## config.mk

```make
export PLATFORM = sky130hd
export DESIGN_NAME = power_rail_sequencer_unit_flat
export DESIGN_NICKNAME = d
export VERILOG_FILES = /design/src/rtl/psq_pkg.sv /design/src/rtl/psq_if.sv /design/src/rtl/power_rail_sequencer_unit.sv /design/src/rtl/psq_core.sv /design/src/flat_wrapper.sv
export SDC_FILE = /design/constraint.sdc
export NUM_CORES = 1
export LEC_CHECK = 0
export BUFFER_PORTS_ARGS = -buffer_cell sky130_fd_sc_hd__buf_2
export CORE_MARGIN = 10
export CORE_UTILIZATION = 45
export DETAILED_ROUTE_END_ITERATION = 10
export PLACE_DENSITY = 0.73
export SYNTH_ARGS = -nofsm -noshare
export SYNTH_HDL_FRONTEND = slang
export SYNTH_SLANG_ARGS = --single-unit
```

## constraint.sdc

```tcl
create_clock -name i_clk -period 3.7 [get_ports i_clk]
set_clock_uncertainty 0.1 [all_clocks]
set_input_delay 0.37 -clock i_clk [delete_from_list [all_inputs] [get_ports i_clk]]
set_output_delay 0.37 -clock i_clk [all_outputs]
set_load 0.01 [all_outputs]
```

## src/rtl/psq_pkg.sv

```systemverilog
`default_nettype none

package psq_pkg;

    localparam int unsigned COUNTER_BITS = 16;
    localparam int unsigned CFG_BITS = 16;
    localparam int unsigned APB_ADDR_BITS = 3;
    localparam int unsigned APB_DATA_BITS = 32;

    localparam logic [CFG_BITS-1:0] TIMEOUT_RESET = CFG_BITS'(100);
    localparam logic [CFG_BITS-1:0] DEBOUNCE_RESET = CFG_BITS'(500);

    // Register index, taken from the word address (paddr bit 2).
    typedef enum logic {
        REG_TIMEOUT  = 1'b0,
        REG_DEBOUNCE = 1'b1
    } t_reg_index;

    typedef enum logic [1:0] {
        PH_OFF  = 2'd0,
        PH_WAIT = 2'd1,
        PH_ON   = 2'd2,
        PH_ANOM = 2'd3
    } t_phase;

    typedef logic [COUNTER_BITS-1:0] t_count;

    typedef struct packed {
        logic [CFG_BITS-1:0] power_good_timeout;
        logic [CFG_BITS-1:0] debounce_interval;
    } t_cfg;

    typedef struct packed {
        logic   rail_enable;
        logic   limiter_enable;
        logic   pmic_enable;
        t_phase phase;
    } t_result;

    function automatic t_count sat_inc(input t_count v);
        return (v == '1) ? v : v + t_count'(1);
    endfunction

endpackage

`default_nettype wire

```

## src/rtl/psq_if.sv

```systemverilog
`default_nettype none

interface psq_tick_if;
    logic valid;
    logic ready;
    logic power_good;
    logic button_edge;

    modport source (output valid, output power_good, output button_edge, input ready);
    modport sink (input valid, input power_good, input button_edge, output ready);
endinterface

interface psq_status_if;
    logic       valid;
    logic       ready;
    logic       rail_enable;
    logic       limiter_enable;
    logic       pmic_enable;
    logic [1:0] phase;

    modport source (
        output valid, output rail_enable, output limiter_enable,
        output pmic_enable, output phase, input ready
    );
    modport sink (
        input valid, input rail_enable, input limiter_enable,
        input pmic_enable, input phase, output ready
    );
endinterface

`default_nettype wire

```

## src/rtl/power_rail_sequencer_unit.sv

```systemverilog
// Each accepted tick's status word is registered into the output or skid entry.
// Throughput: one tick word per clock; a two-entry output buffer keeps input ready
// while one status word waits, so ready drops only when both entries are full.
// Reset (i_rst_n low, synchronous): phase waiting for power good, counters and the
// held press cleared, timeout 100 and debounce 500, output buffer empty.
`default_nettype none

module power_rail_sequencer_unit (
    input  wire logic                                i_clk,
    input  wire logic                                i_rst_n,
    psq_tick_if.sink                                 i_tick,
    psq_status_if.source                             o_status,
    input  wire logic                                psel,
    input  wire logic                                penable,
    input  wire logic                                pwrite,
    input  wire logic [psq_pkg::APB_ADDR_BITS-1:0]   paddr,
    input  wire logic [psq_pkg::APB_DATA_BITS-1:0]   pwdata,
    output logic      [psq_pkg::APB_DATA_BITS-1:0]   prdata,
    output logic                                     pready
);
    import psq_pkg::*;

    t_cfg       r_cfg;
    t_reg_index reg_index;
    logic       cfg_write;

    t_result core_result;
    t_result r_out, r_skid;
    logic    r_out_valid, r_skid_valid;
    logic    in_accept, out_take;

    // Configuration port. The byte offset within a word is ignored.
    assign pready = 1'b1;
    assign cfg_write = psel && penable && pwrite && pready;
    assign reg_index = t_reg_index'(paddr[2]);

    always_comb begin
        unique case (reg_index)
            REG_TIMEOUT:  prdata = APB_DATA_BITS'(r_cfg.power_good_timeout);
            REG_DEBOUNCE: prdata = APB_DATA_BITS'(r_cfg.debounce_interval);
            default:      prdata = '0;
        endcase
    end

    always_ff @(posedge i_clk) begin
        if (!i_rst_n) begin
            r_cfg.power_good_timeout <= TIMEOUT_RESET;
            r_cfg.debounce_interval <= DEBOUNCE_RESET;
        end else if (cfg_write) begin
            unique case (reg_index)
                REG_TIMEOUT:  r_cfg.power_good_timeout <= pwdata[CFG_BITS-1:0];
                REG_DEBOUNCE: r_cfg.debounce_interval <= pwdata[CFG_BITS-1:0];
                default: begin
                end
            endcase
        end
    end

    assign i_tick.ready = !r_skid_valid;
    assign in_accept = i_tick.valid && i_tick.ready;
    assign out_take = o_status.valid && o_status.ready;

    psq_core u_core (
        .i_clk         (i_clk),
        .i_rst_n       (i_rst_n),
        .i_step        (in_accept),
        .i_power_good  (i_tick.power_good),
        .i_button_edge (i_tick.button_edge),
        .i_cfg         (r_cfg),
        .o_result      (core_result)
    );

    // Output register plus skid entry; a waiting skid word refills the output register first.
    always_ff @(posedge i_clk) begin
        if (!i_rst_n) begin
            r_out_valid <= 1'b0;
            r_skid_valid <= 1'b0;
        end else if (out_take) begin
            if (r_skid_valid) begin
                r_skid_valid <= 1'b0;
            end else begin
                r_out_valid <= in_accept;
            end
        end else if (in_accept) begin
            if (r_out_valid) begin
                r_skid_valid <= 1'b1;
            end else begin
                r_out_valid <= 1'b1;
            end
        end
    end

    always_ff @(posedge i_clk) begin
        if (out_take) begin
            if (r_skid_valid) begin
                r_out <= r_skid;
            end else if (in_accept) begin
                r_out <= core_result;
            end
        end else if (in_accept) begin
            if (r_out_valid) begin
                r_skid <= core_result;
            end else begin
                r_out <= core_result;
            end
        end
    end

    assign o_status.valid = r_out_valid;
    assign o_status.rail_enable = r_out.rail_enable;
    assign o_status.limiter_enable = r_out.limiter_enable;
    assign o_status.pmic_enable = r_out.pmic_enable;
    assign o_status.phase = r_out.phase;

endmodule

`default_nettype wire

```

## src/rtl/psq_core.sv

```systemverilog
`default_nettype none

module psq_core (
    input  wire logic             i_clk,
    input  wire logic             i_rst_n,
    input  wire logic             i_step,
    input  wire logic             i_power_good,
    input  wire logic             i_button_edge,
    input  wire psq_pkg::t_cfg    i_cfg,
    output psq_pkg::t_result      o_result
);
    import psq_pkg::*;

    t_phase r_phase, n_phase;
    t_count r_wait_ticks, n_wait_ticks;
    t_count r_since_press, n_since_press;
    logic   r_press_pending, n_press_pending;

    t_count since_inc;
    t_count wait_inc;
    logic   press_taken;
    logic   pending;

    // Debounce: the counter advances first, then the edge is judged against it.
    // Comparisons run at 32 bits, wider than the 16-bit counters and registers.
    always_comb begin
        since_inc = sat_inc(r_since_press);
        press_taken = i_button_edge &&
                      (32'(since_inc) >= 32'(i_cfg.debounce_interval));
        n_since_press = press_taken ? '0 : since_inc;
        pending = r_press_pending | press_taken;
        wait_inc = sat_inc(r_wait_ticks);
    end

    always_comb begin
        n_phase = r_phase;
        n_wait_ticks = r_wait_ticks;
        n_press_pending = pending;
        unique case (r_phase)
            PH_WAIT: begin
                if (i_power_good) begin
                    n_phase = PH_ON;
                end else begin
                    n_wait_ticks = wait_inc;
                    if (32'(wait_inc) >= 32'(i_cfg.power_good_timeout)) begin
                        n_phase = PH_ANOM;
                    end
                end
            end
            PH_ON: begin
                if (pending) begin
                    n_press_pending = 1'b0;
                    n_phase = PH_OFF;
                end
            end
            PH_OFF: begin
                if (pending) begin
                    n_press_pending = 1'b0;
                    n_wait_ticks = '0;
                    n_phase = PH_WAIT;
                end
            end
            PH_ANOM: begin
                n_press_pending = 1'b0;
            end
            default: begin
                n_phase = PH_ANOM;
            end
        endcase
    end

    // The result shows the phase after this tick.
    always_comb begin
        o_result.phase = n_phase;
        o_result.rail_enable = (n_phase == PH_WAIT) || (n_phase == PH_ON);
        o_result.limiter_enable = (n_phase == PH_ON);
        o_result.pmic_enable = (n_phase == PH_ON);
    end

    always_ff @(posedge i_clk) begin
        if (!i_rst_n) begin
            r_phase <= PH_WAIT;
            r_wait_ticks <= '0;
            r_since_press <= '0;
            r_press_pending <= 1'b0;
        end else if (i_step) begin
            r_phase <= n_phase;
            r_wait_ticks <= n_wait_ticks;
            r_since_press <= n_since_press;
            r_press_pending <= n_press_pending;
        end
    end

endmodule

`default_nettype wire

```

## src/flat_wrapper.sv

```systemverilog
// flat-port wrapper written by rule: the top's interface ports become plain ports
module power_rail_sequencer_unit_flat import psq_pkg::*;
  (i_clk, i_rst_n, psel, penable, pwrite, paddr, pwdata, prdata, pready, i_tick_valid, i_tick_power_good, i_tick_button_edge, i_tick_ready, o_status_valid, o_status_rail_enable, o_status_limiter_enable, o_status_pmic_enable, o_status_phase, o_status_ready);
  psq_tick_if i_tick_i ();
  psq_status_if o_status_i ();
  input  wire logic i_clk;
  input  wire logic i_rst_n;
  input  wire logic psel;
  input  wire logic penable;
  input  wire logic pwrite;
  input  wire logic [psq_pkg::APB_ADDR_BITS-1:0] paddr;
  input  wire logic [psq_pkg::APB_DATA_BITS-1:0] pwdata;
  output logic      [psq_pkg::APB_DATA_BITS-1:0] prdata;
  output logic pready;
  input wire logic [$bits(i_tick_i.valid)-1:0] i_tick_valid;
  input wire logic [$bits(i_tick_i.power_good)-1:0] i_tick_power_good;
  input wire logic [$bits(i_tick_i.button_edge)-1:0] i_tick_button_edge;
  output wire logic [$bits(i_tick_i.ready)-1:0] i_tick_ready;
  output wire logic [$bits(o_status_i.valid)-1:0] o_status_valid;
  output wire logic [$bits(o_status_i.rail_enable)-1:0] o_status_rail_enable;
  output wire logic [$bits(o_status_i.limiter_enable)-1:0] o_status_limiter_enable;
  output wire logic [$bits(o_status_i.pmic_enable)-1:0] o_status_pmic_enable;
  output wire logic [$bits(o_status_i.phase)-1:0] o_status_phase;
  input wire logic [$bits(o_status_i.ready)-1:0] o_status_ready;
  assign i_tick_i.valid = i_tick_valid;
  assign i_tick_i.power_good = i_tick_power_good;
  assign i_tick_i.button_edge = i_tick_button_edge;
  assign i_tick_ready = i_tick_i.ready;
  assign o_status_valid = o_status_i.valid;
  assign o_status_rail_enable = o_status_i.rail_enable;
  assign o_status_limiter_enable = o_status_i.limiter_enable;
  assign o_status_pmic_enable = o_status_i.pmic_enable;
  assign o_status_phase = o_status_i.phase;
  assign o_status_i.ready = o_status_ready;
  power_rail_sequencer_unit u_core (.i_clk(i_clk), .i_rst_n(i_rst_n), .i_tick(i_tick_i), .o_status(o_status_i), .psel(psel), .penable(penable), .pwrite(pwrite), .paddr(paddr), .pwdata(pwdata), .prdata(prdata), .pready(pready));
endmodule
```

==> flow_metrics.py, run 1 <==
metrics = {
    "status": {
        "status": "finished with violations",
        "violations": "setup timing",
    },
    "place": {
        "dpl_cell_area_um2": 5603,
        "place.gp.congestion": 0.8420,
        "pre_cts_ws_ns": -0.05299,
        "dpl.hpwl_mm": 10.00,
        "io_buffers": 48,
    },
    "setup_path": {
        "crit_path_max_incr_delay_ns": 0.39,
        "endpoint_kind": "flip-flop",
        "crit_type": "reg -> reg",
        "path_max_fanout": 3,
        "path_cells": "nand4_1 > buf_6 > nor4_4 > buf_4 > nand2b_4 > mux2_4 > ha_4 > nand4_1 > or3_4 > a311oi_4 > o31ai_4 > and2_4 > o21a_1 > ha_4 > mux2_4",
        "arrival_ns": 3.72,
        "critPathLaunchType": "flip-flop",
        "worst-endpoint-required_ns": 3.72,
        "slowest_stage": "or3_4",
    },
    "logic_synthesis": {
        "synth_adder_area_share": 0.08794,
        "synth_edf_count": 8,
        "async_flop_share": 0,
        "synth_compound_area_frac": 0.1960,
        "ys_seq_area_frac": 0.3256,
        "synth_xor_area_frac": 0.03518,
        "synthSimpleGateAreaFrac": 0.2445,
        "synth_top_family_by_area": "simple AND/OR/NAND/NOR gates",
        "synthesis.area_um2": 4980,
        "ys_warn_count": 0,
        "post_synth_mux_area_share": 0.02764,
        "synthFlopType": "dfxtp_1",
        "synth_cell_types": 58,
        "syn_area_per_cell_um2": 7.855,
        "synthCells": 634,
        "synth-seq-cells": 77,
    },
    "layout": {
        "layout_common_cells": "114 x nand2_1, 60 x dfxtp_1, 48 x buf_2, 48 x buf_4, 40 x inv_1",
        "final_area_um2": 6051,
        "nNetsFinal": 787,
        "fill_cells": 1019,
        "layout_commonest_cell": "nand2_1",
        "seq_area_um2": 1633,
        "antenna_cells": 0,
        "post_route_cells_drive_above_1_share": 0.2412,
        "syn_to_final_growth_pct": 21.51,
        "multi_input_area_um2": 3288,
    },
    "sta": {
        "grt_setup_unrepaired": "yes",
        "slew_violations": 0,
        "finalCritPeriodShare": 1.000,
        "fin_crit_ns": 3.700,
        "setup_viol": 1,
        "relSlewSlack": 0.1285,
        "worst_slew_pin_slew_ns": 1.302,
        "layout_setup_ws_ns": -0.0001894,
        "fmax_mhz": 270.3,
        "hold_viol": 0,
    },
    "floorplanning": {
        "die_x_um": 125.2,
        "die_h_um": 125.2,
        "coreArea_um2": 10840,
        "rows": 38,
        "io_pins": 84,
        "start_util": 0.4594,
        "dieArea_um2": 15670,
    },
    "global_route": {
        "grt_pass1_vias": 4569,
        "gr-total-overflow": 0,
        "grt_pass1_wl_mm": 22.34,
        "grt_antenna_before_repair": 0,
        "grt_max_degree": 46,
        "gr-usage-all-layers": 0.1673,
    },
    "clocking": {
        "cts_htree_levels": 3,
        "cts.clk_slew.worst_paths_ns": 0.09,
        "cts_tree": "done",
        "clk_latency_ns": 0.37,
        "clockBufferDepth": 2,
        "numCtsBuffers": 9,
        "clockRootBuffer": "clkbuf_8",
        "cts.sinks": 77,
    },
    "detailed_routing": {
        "drc_errors": 0,
        "wl_met2_mm": 6.769,
        "wl_per_cell_um": 16.08,
        "dr_wl_met3_um": 611,
        "num_vias": 4695,
        "wl_met1_mm": 6.140,
        "dr.max_layer_used": "met4",
        "postRouteAntennaNets": 0,
        "avgViaCountPerCell": 5.504,
        "drtPass1Iterations": 5,
        "routed_wl_mm": 13.72,
        "drt_iter0_drc": 350,
    },
    "power": {
        "power_mw": 1.813,
        "ir_drop_v": 0.0002331,
        "p_per_area_nw_per_um2": 299.7,
        "power.leakage_nw": 2.565,
    },
    "job": {
        "cap_violations": 0,
    },
    "worst_hold_path": {
        "hold_class": "in -> reg",
    },
}
==> per-layer routing <==
metal / up-vias / track usage
met5: - / 0
met4: 0 / 0.04539
met3: 19 / 0.03929
met2: 91 / 0.2817
met1: 2235 / 0.2088
li1: 2350 / -
==> synth_stat cells (all sizes together) (8+ instances only) <==
cell type  instances  area [um^2]
dfxtp             69         1381
nand2b             9        56.30
and3              11        68.82
nand4             12        75.07
nand2            117        439.2
xnor2             12        105.1
edfxtp             8        240.2
o211ai            13        97.59
buf               20        143.9
ha                35        437.9
a21boi            29        217.7
a31oi              9        56.30
clkbuf            30        112.6
nor2              30        122.6
o21ai             28        140.1
a21oi             29        145.1
nand3             33        165.2
inv               40        150.1
xor2               8        70.07
==> area by class of cell <==
| class | count | share of cell area |
|---|---|---|
| Clock buffer | 10 | 0.02275 |
| Clock inverter | 6 | 0.007237 |
| Inverter | 40 | 0.02481 |
| Multi-Input combinational cell | 482 | 0.5434 |
| Sequential cell | 77 | 0.2699 |
| Tap cell | 140 | 0.02895 |
| Timing Repair Buffer | 98 | 0.1030 |
==> metrics by stage <==
step,util,cells,TNS (ns),hold slack [ns]
floorplan,-,649,0,0.3435
global placement,0.5169,828,0,0.3539
detailed placement,0.5169,828,-0.05299,0.3597
CTS,0.5377,847,0,0.1354
global route,0.5582,853,-0.1824,0.1349
finish,0.5582,853,-0.0001894,0.1416
==> cells by family (layout without fill, tap and decap cells) <==
logic type	Yosys count	count (layout)
XOR/XNOR	20	20
buffers and inverters	90	154
AO/OA/AOI/OAI	144	144
AND/OR/NAND/NOR	253	253
other	2	17
flip-flops	77	77
adder cells (fa/ha/maj)	35	35
multiplexers	13	13
==> report_power, final <==
group	switching (mW)	internal, mW	total, mW	leakage (nW)
combinational	0.181	0.126	0.306	1.83
clock	0.339	0.265	0.604	0.0930
sequential	0.0246	0.878	0.903	0.639
==> worst paths after layout <==
path	start	slack, ns	depth (start not counted)	endpoint
hold reg to reg	u_core.r_cfg[29]	0.37	2	u_core.r_cfg[29]
hold / removal	pwdata[4]	0.14	3	u_core.r_cfg[4]
setup reg to reg	u_core.u_core.r_since_press[10]	-0.0002	15	u_core.o_status.limiter_enable
setup / recovery	u_core.u_core.r_since_press[10]	-0.0002	15	u_core.o_status.limiter_enable
==> critical path: cells and delay by family, from the launching register on <==
family | cells | cell delay (ns)
simple gates | 6 | 1.28
buf+inv | 2 | 0.41
fa+ha+maj | 2 | 0.31
flops | 1 | 0.33
compound gates | 3 | 0.62
mux | 2 | 0.41
==> sequential cells by signal, summed over array words and instances, names as in the netlist <==
| name | flops |
|---|---|
| u_core.u_core.r_since_press | 16 |
| u_core.r_skid | 4 |
| u_core.o_status.valid | 1 |
| u_core.o_status.limiter_enable | 1 |
| u_core.r_skid_valid | 1 |
| u_core.r_cfg | 32 |
| u_core.o_status.phase | 2 |
| u_core.u_core.r_phase | 2 |
| u_core.u_core.r_press_pending | 1 |
| u_core.o_status.rail_enable | 1 |
| u_core.u_core.r_wait_ticks | 16 |
==> timing repair <==
item | 4_1_cts | 5_1_grt
cloned | 0 | 0
resized for setup | 5 | 37
pin swaps | 6 | 8
setup buffers | 3 | 6
setup endpoints to repair | 1 | 24
hold buffers | 0 | 0
endpoints found under the hold margin | 0 | 0
Note: power is estimated with default switching activity, not from simulation.
==> run 2, diff against run 1 <==
--- a/config.mk
+++ b/config.mk
@@ -9,7 +9,7 @@
 export CORE_MARGIN = 10
 export CORE_UTILIZATION = 45
 export DETAILED_ROUTE_END_ITERATION = 10
-export PLACE_DENSITY = 0.73
+export PLACE_DENSITY = 0.68
 export SYNTH_ARGS = -nofsm -noshare
 export SYNTH_HDL_FRONTEND = slang
 export SYNTH_SLANG_ARGS = --single-unit
==> flow_metrics.py, run 2 (synthesis results as in run 1) <==
metrics = {
    "status": {
        "violations": "setup timing",
        "status": "finished with violations",
    },
    "layout": {
        "post_route_cells_drive_above_1_share": 0.2514,
        "top_regs": "u_core.r_cfg (32), u_core.u_core.r_since_press (16), u_core.u_core.r_wait_ticks (16)",
        "nNetsFinal": 790,
        "antenna_cells": 0,
        "syn_to_final_growth_pct": 23.77,
        "layout_common_cells": "115 x nand2_1, 59 x dfxtp_1, 48 x buf_4, 48 x buf_2, 40 x inv_1",
        "largest_reg_flops": 32,
        "layout_commonest_cell": "nand2_1",
        "regMostFlops": "u_core.r_cfg",
    },
    "setup_path": {
        "critPathLaunchType": "flip-flop",
        "slowest_stage": "or3_4",
        "arrival_ns": 3.80,
        "crit_type": "reg -> reg",
        "crit_cells": 15,
        "crit_family": "simple AND/OR/NAND/NOR gates",
        "worst-endpoint-required_ns": 3.72,
        "ff2ff_setup_slack_ns": -0.08,
        "critPathCapture": "u_core.o_status.limiter_enable",
        "crit_start": "u_core.u_core.r_since_press[10]",
        "path_max_fanout": 3,
        "endpoint_kind": "flip-flop",
        "crit_path_max_incr_delay_ns": 0.44,
        "cp_num_buf_inv": 2,
        "reg2reg_from": "u_core.u_core.r_since_press[10]",
        "r2r_cells": 15,
        "path_cells": "nand4_1 > buf_6 > nor4_4 > buf_4 > a21oi_2 > a31oi_4 > ha_4 > nand4_1 > or3_4 > a311oi_4 > o31ai_4 > and2_4 > o21a_1 > ha_4 > mux2_4",
        "regToRegEndpoint": "u_core.o_status.limiter_enable",
    },
    "sta": {
        "fmax_mhz": 264.7,
        "hold_viol": 0,
        "fin_crit_ns": 3.778,
        "worst_slew_pin_slew_ns": 0.7572,
        "relSlewSlack": 0.4933,
        "whs_ns": 0.1443,
        "layout_setup_ws_ns": -0.07776,
        "finalCritPeriodShare": 1.021,
        "grt_setup_unrepaired": "yes",
        "setup_viol": 2,
        "slew_violations": 0,
    },
    "global_route": {
        "grt_pass1_wl_mm": 22.30,
        "grt_pass1_vias": 4586,
        "grt_max_degree": 65,
        "gr-total-overflow": 0,
        "gr-usage-all-layers": 0.1682,
        "grt_antenna_before_repair": 0,
    },
    "clocking": {
        "clockRootBuffer": "clkbuf_8",
        "hold_buffers": 0,
        "cts.clk_slew.worst_paths_ns": 0.09,
        "cts_htree_levels": 3,
        "clockBufferDepth": 2,
        "numCtsBuffers": 9,
        "cts.sinks": 77,
        "clk_latency_ns": 0.37,
        "cts_tree": "done",
    },
    "power": {
        "clockPowerShare": 0.373,
        "power_mw": 1.945,
        "switching_share": 0.2859,
        "seq_power_share": 0.465,
        "power.internal_mw": 1.389,
        "power.leakage_nw": 2.619,
        "pwr-share-comb": 0.162,
        "p_per_area_nw_per_um2": 315.6,
        "p_sw_mw": 0.5562,
        "ir_drop_v": 0.0001636,
    },
    "detailed_routing": {
        "wl_per_cell_um": 16.35,
        "drt_iter0_drc": 349,
        "drc_errors": 0,
        "postRouteAntennaNets": 0,
        "avgViaCountPerCell": 5.582,
        "num_vias": 4778,
        "drtPass1Iterations": 5,
        "routed_wl_mm": 14.00,
    },
    "place": {
        "dpl.hpwl_mm": 10.11,
        "place.gp.congestion": 0.8790,
        "pre_cts_ws_ns": -0.04352,
        "io_buffers": 48,
    },
    "floorplanning": {
        "die_h_um": 125.2,
        "io_pins": 84,
        "rows": 38,
        "start_util": 0.4594,
        "dieArea_um2": 15670,
        "die_x_um": 125.2,
        "coreArea_um2": 10840,
    },
    "worst_hold_path": {
        "hold_class": "in -> reg",
    },
    "job": {
        "cap_violations": 0,
    },
}
run 2: cell type report:
type / instances / area [um^2]
Fill cell: 999 / 4677
Multi-Input combinational cell: 483 / 3338
Sequential cell: 77 / 1634
Timing Repair Buffer: 100 / 645.6
Tap cell: 140 / 175.2
Inverter: 40 / 150.1
Clock buffer: 9 / 123.9
Clock inverter: 7 / 96.34
run 2: stage by stage:
stage               instance area (um^2)  instances    util  setup TNS (ns)
floorplan                           5135        649       -               0
global placement                    5618        831  0.5182               0
CTS                                 5852        847  0.5398               0
global route                        6163        856  0.5686         -0.8062
finish                              6163        856  0.5686        -0.07837
detailed placement                  5618        831  0.5182        -0.06272
run 2: worst min-delay path by stage:
stage | from | depth (start not counted) | slack, ns | endpoint
4_1_cts | pwdata[6] | 3 | 0.13 | u_core.r_cfg[6]
3_5_place_dp | u_core.r_cfg[17] | 2 | 0.36 | u_core.r_cfg[17]
6_report | pwdata[2] | 3 | 0.14 | u_core.r_cfg[2]
3_3_place_gp | u_core.r_cfg[19] | 2 | 0.35 | u_core.r_cfg[19]
5_1_grt | pwdata[1] | 3 | 0.16 | u_core.r_cfg[17]
2_1_floorplan | u_core.r_cfg[17] | 2 | 0.34 | u_core.r_cfg[17]
run 2: worst min-delay path, cell delays in order:
cell      delay [ns]
buf_2           0.09
nand2_1         0.05
o211ai_1        0.07
run 2: what timing repair did:
item,4_1_cts,5_1_grt
setup endpoints to repair,2,21
buffers inserted,0,7
gates resized for setup,4,55
gates cloned,0,2
pin swaps,2,15
run 2: power by group through the flow:
stage	Clock, mW	Sequential, mW	Combinational, mW
CTS	0.739	0.903	0.282
floorplan	0	0.918	0.203
detailed placement	0	0.923	0.280
global placement	0	0.921	0.272
finish	0.725	0.905	0.315
global route	0.768	0.909	0.352
run 2: routing by layer:
metal,track usage,part of all wire
met4,0.07317,0.023
met1,0.2070,0.44
met3,0.03507,0.049
met2,0.2774,0.49
met5,0,0
==> run 3, diff against run 2 <==
--- a/config.mk
+++ b/config.mk
@@ -6,6 +6,8 @@
 export NUM_CORES = 1
 export LEC_CHECK = 0
 export BUFFER_PORTS_ARGS = -buffer_cell sky130_fd_sc_hd__buf_2
+export CAP_MARGIN = 0
+export CORE_ASPECT_RATIO = 1.2
 export CORE_MARGIN = 10
 export CORE_UTILIZATION = 45
 export DETAILED_ROUTE_END_ITERATION = 10
==> flow_metrics.py, run 3 (synthesis results as in run 1) <==
metrics = {
    "status": {
        "status": "finished with violations",
        "violations": "setup timing",
    },
    "sta": {
        "finalSetupTns_ns": -0.05820,
        "grt_setup_unrepaired": "yes",
        "hold_viol": 0,
        "layout_setup_ws_ns": -0.05820,
        "fin_crit_ns": 3.758,
        "slew_violations": 0,
        "setup_viol": 1,
        "fmax_mhz": 266.1,
        "relSlewSlack": 0.1021,
        "finalCritPeriodShare": 1.016,
        "whs_ns": 0.1724,
        "worst_slew_pin_slew_ns": 1.345,
    },
    "floorplanning": {
        "die_h_um": 135.2,
        "coreArea_um2": 10930,
        "rows": 42,
        "dieArea_um2": 15690,
        "io_pins": 84,
        "die_x_um": 116.0,
        "start_util": 0.4556,
    },
    "place": {
        "io_buffers": 48,
        "place.gp.congestion": 0.8713,
        "dpl.hpwl_mm": 9.832,
        "pre_cts_ws_ns": -0.03251,
    },
    "clocking": {
        "cts_tree": "done",
        "numCtsBuffers": 9,
        "cts_htree_levels": 3,
        "cts.sinks": 77,
        "cts.clk_slew.worst_paths_ns": 0.06,
        "clockBufferDepth": 2,
        "clk_latency_ns": 0.34,
        "clockRootBuffer": "clkbuf_16",
    },
    "global_route": {
        "grt_pass1_vias": 4570,
        "grt.met2_usage": 0.2953,
        "gr-total-overflow": 0,
        "use_met1": 0.1949,
        "grt_max_degree": 44,
        "grt_pass1_wl_mm": 21.57,
        "gr-usage-all-layers": 0.1686,
        "grt_antenna_before_repair": 0,
        "met3_usage": 0.03413,
        "grt.busiest_layer": "met2",
    },
    "layout": {
        "syn_to_final_growth_pct": 22.49,
        "largest_reg_flops": 32,
        "layout_commonest_cell": "nand2_1",
        "top_regs": "u_core.r_cfg (32), u_core.u_core.r_since_press (16), u_core.u_core.r_wait_ticks (16)",
        "antenna_cells": 0,
        "layout_common_cells": "117 x nand2_1, 61 x dfxtp_1, 48 x buf_2",
        "post_route_cells_drive_above_1_share": 0.2303,
        "nNetsFinal": 786,
        "regMostFlops": "u_core.r_cfg",
        "utilization": 0.5580,
    },
    "setup_path": {
        "path_max_fanout": 4,
        "crit_type": "reg -> reg",
        "worst-endpoint-required_ns": 3.68,
        "endpoint_kind": "flip-flop",
        "arrival_ns": 3.74,
        "critPathLaunchType": "flip-flop",
    },
    "detailed_routing": {
        "wl_per_cell_um": 15.61,
        "drc_errors": 0,
        "drt_iter0_drc": 222,
        "num_vias": 4663,
        "routed_wl_mm": 13.17,
        "postRouteAntennaNets": 0,
        "avgViaCountPerCell": 5.525,
        "drtPass1Iterations": 5,
    },
    "power": {
        "power.leakage_nw": 2.576,
        "ir_drop_v": 0.0002082,
        "p_per_area_nw_per_um2": 352.2,
    },
    "worst_hold_path": {
        "hold_class": "in -> reg",
    },
    "job": {
        "cap_violations": 0,
    },
}
run 3: final timing paths:
check	cells past startpoint	slack, ns	endpoint	start
max reg2reg	14	-0.06	u_core.o_status.limiter_enable	u_core.u_core.r_since_press[6]
max	14	-0.06	u_core.o_status.limiter_enable	u_core.u_core.r_since_press[6]
min	3	0.17	u_core.r_cfg[6]	pwdata[6]
min reg2reg	2	0.37	u_core.r_cfg[19]	u_core.r_cfg[19]
run 3: stage by stage:
step                      instance area, um^2  cells  power (mW)
final                                    6100    844       2.148
after global routing                     6100    844       2.239
after CTS                                5926    836       2.136
after detailed placement                 5593    820       1.202
after global placement                   5593    820       1.194
after floorplan                          5135    649       1.120
run 3: critical path, cell delays in order, from the launching register on:
cell and delay, ns:
dfxtp_1 0.38, nand3_4 0.11, nor3_2 0.23, nand3_1 0.12
nor2_1 0.15, mux2_4 0.34, ha_4 0.28, nand4_1 0.13
or3_4 0.44, a311oi_4 0.35, o31ai_4 0.10, and2_4 0.16
o21a_1 0.21, ha_4 0.16, mux2_4 0.25
run 3: repair_timing:
action | CTS | global route
endpoints found under the setup margin | 1 | 23
resized for setup | 2 | 29
pin swaps | 1 | 11
hold buffers | 0 | 0
buffers inserted | 0 | 8
run 3: report_power, final:
group,total [mW],leakage (nW),internal [mW],switching [mW]
Sequential,0.904,0.638,0.880,0.0243
Clock,0.930,0.157,0.580,0.350
Combinational,0.314,1.78,0.131,0.183
run 3: final cells by class:
| type | count | area, um^2 |
|---|---|---|
| timing repair buffer | 97 | 624.3 |
| clock buffer | 11 | 264.0 |
| multi-input combinational | 482 | 3208 |
| inverter | 40 | 150.1 |
| sequential | 77 | 1632 |
| fill | 1022 | 4831 |
| tap | 132 | 165.2 |
| clock inverter | 5 | 56.30 |
run 3: routing by layer:
metal	vias to the layer above	routed length [um]
met4	0	344
met2	106	6726
met1	2186	5534
met5	-	0
li1	2348	-
met3	23	565
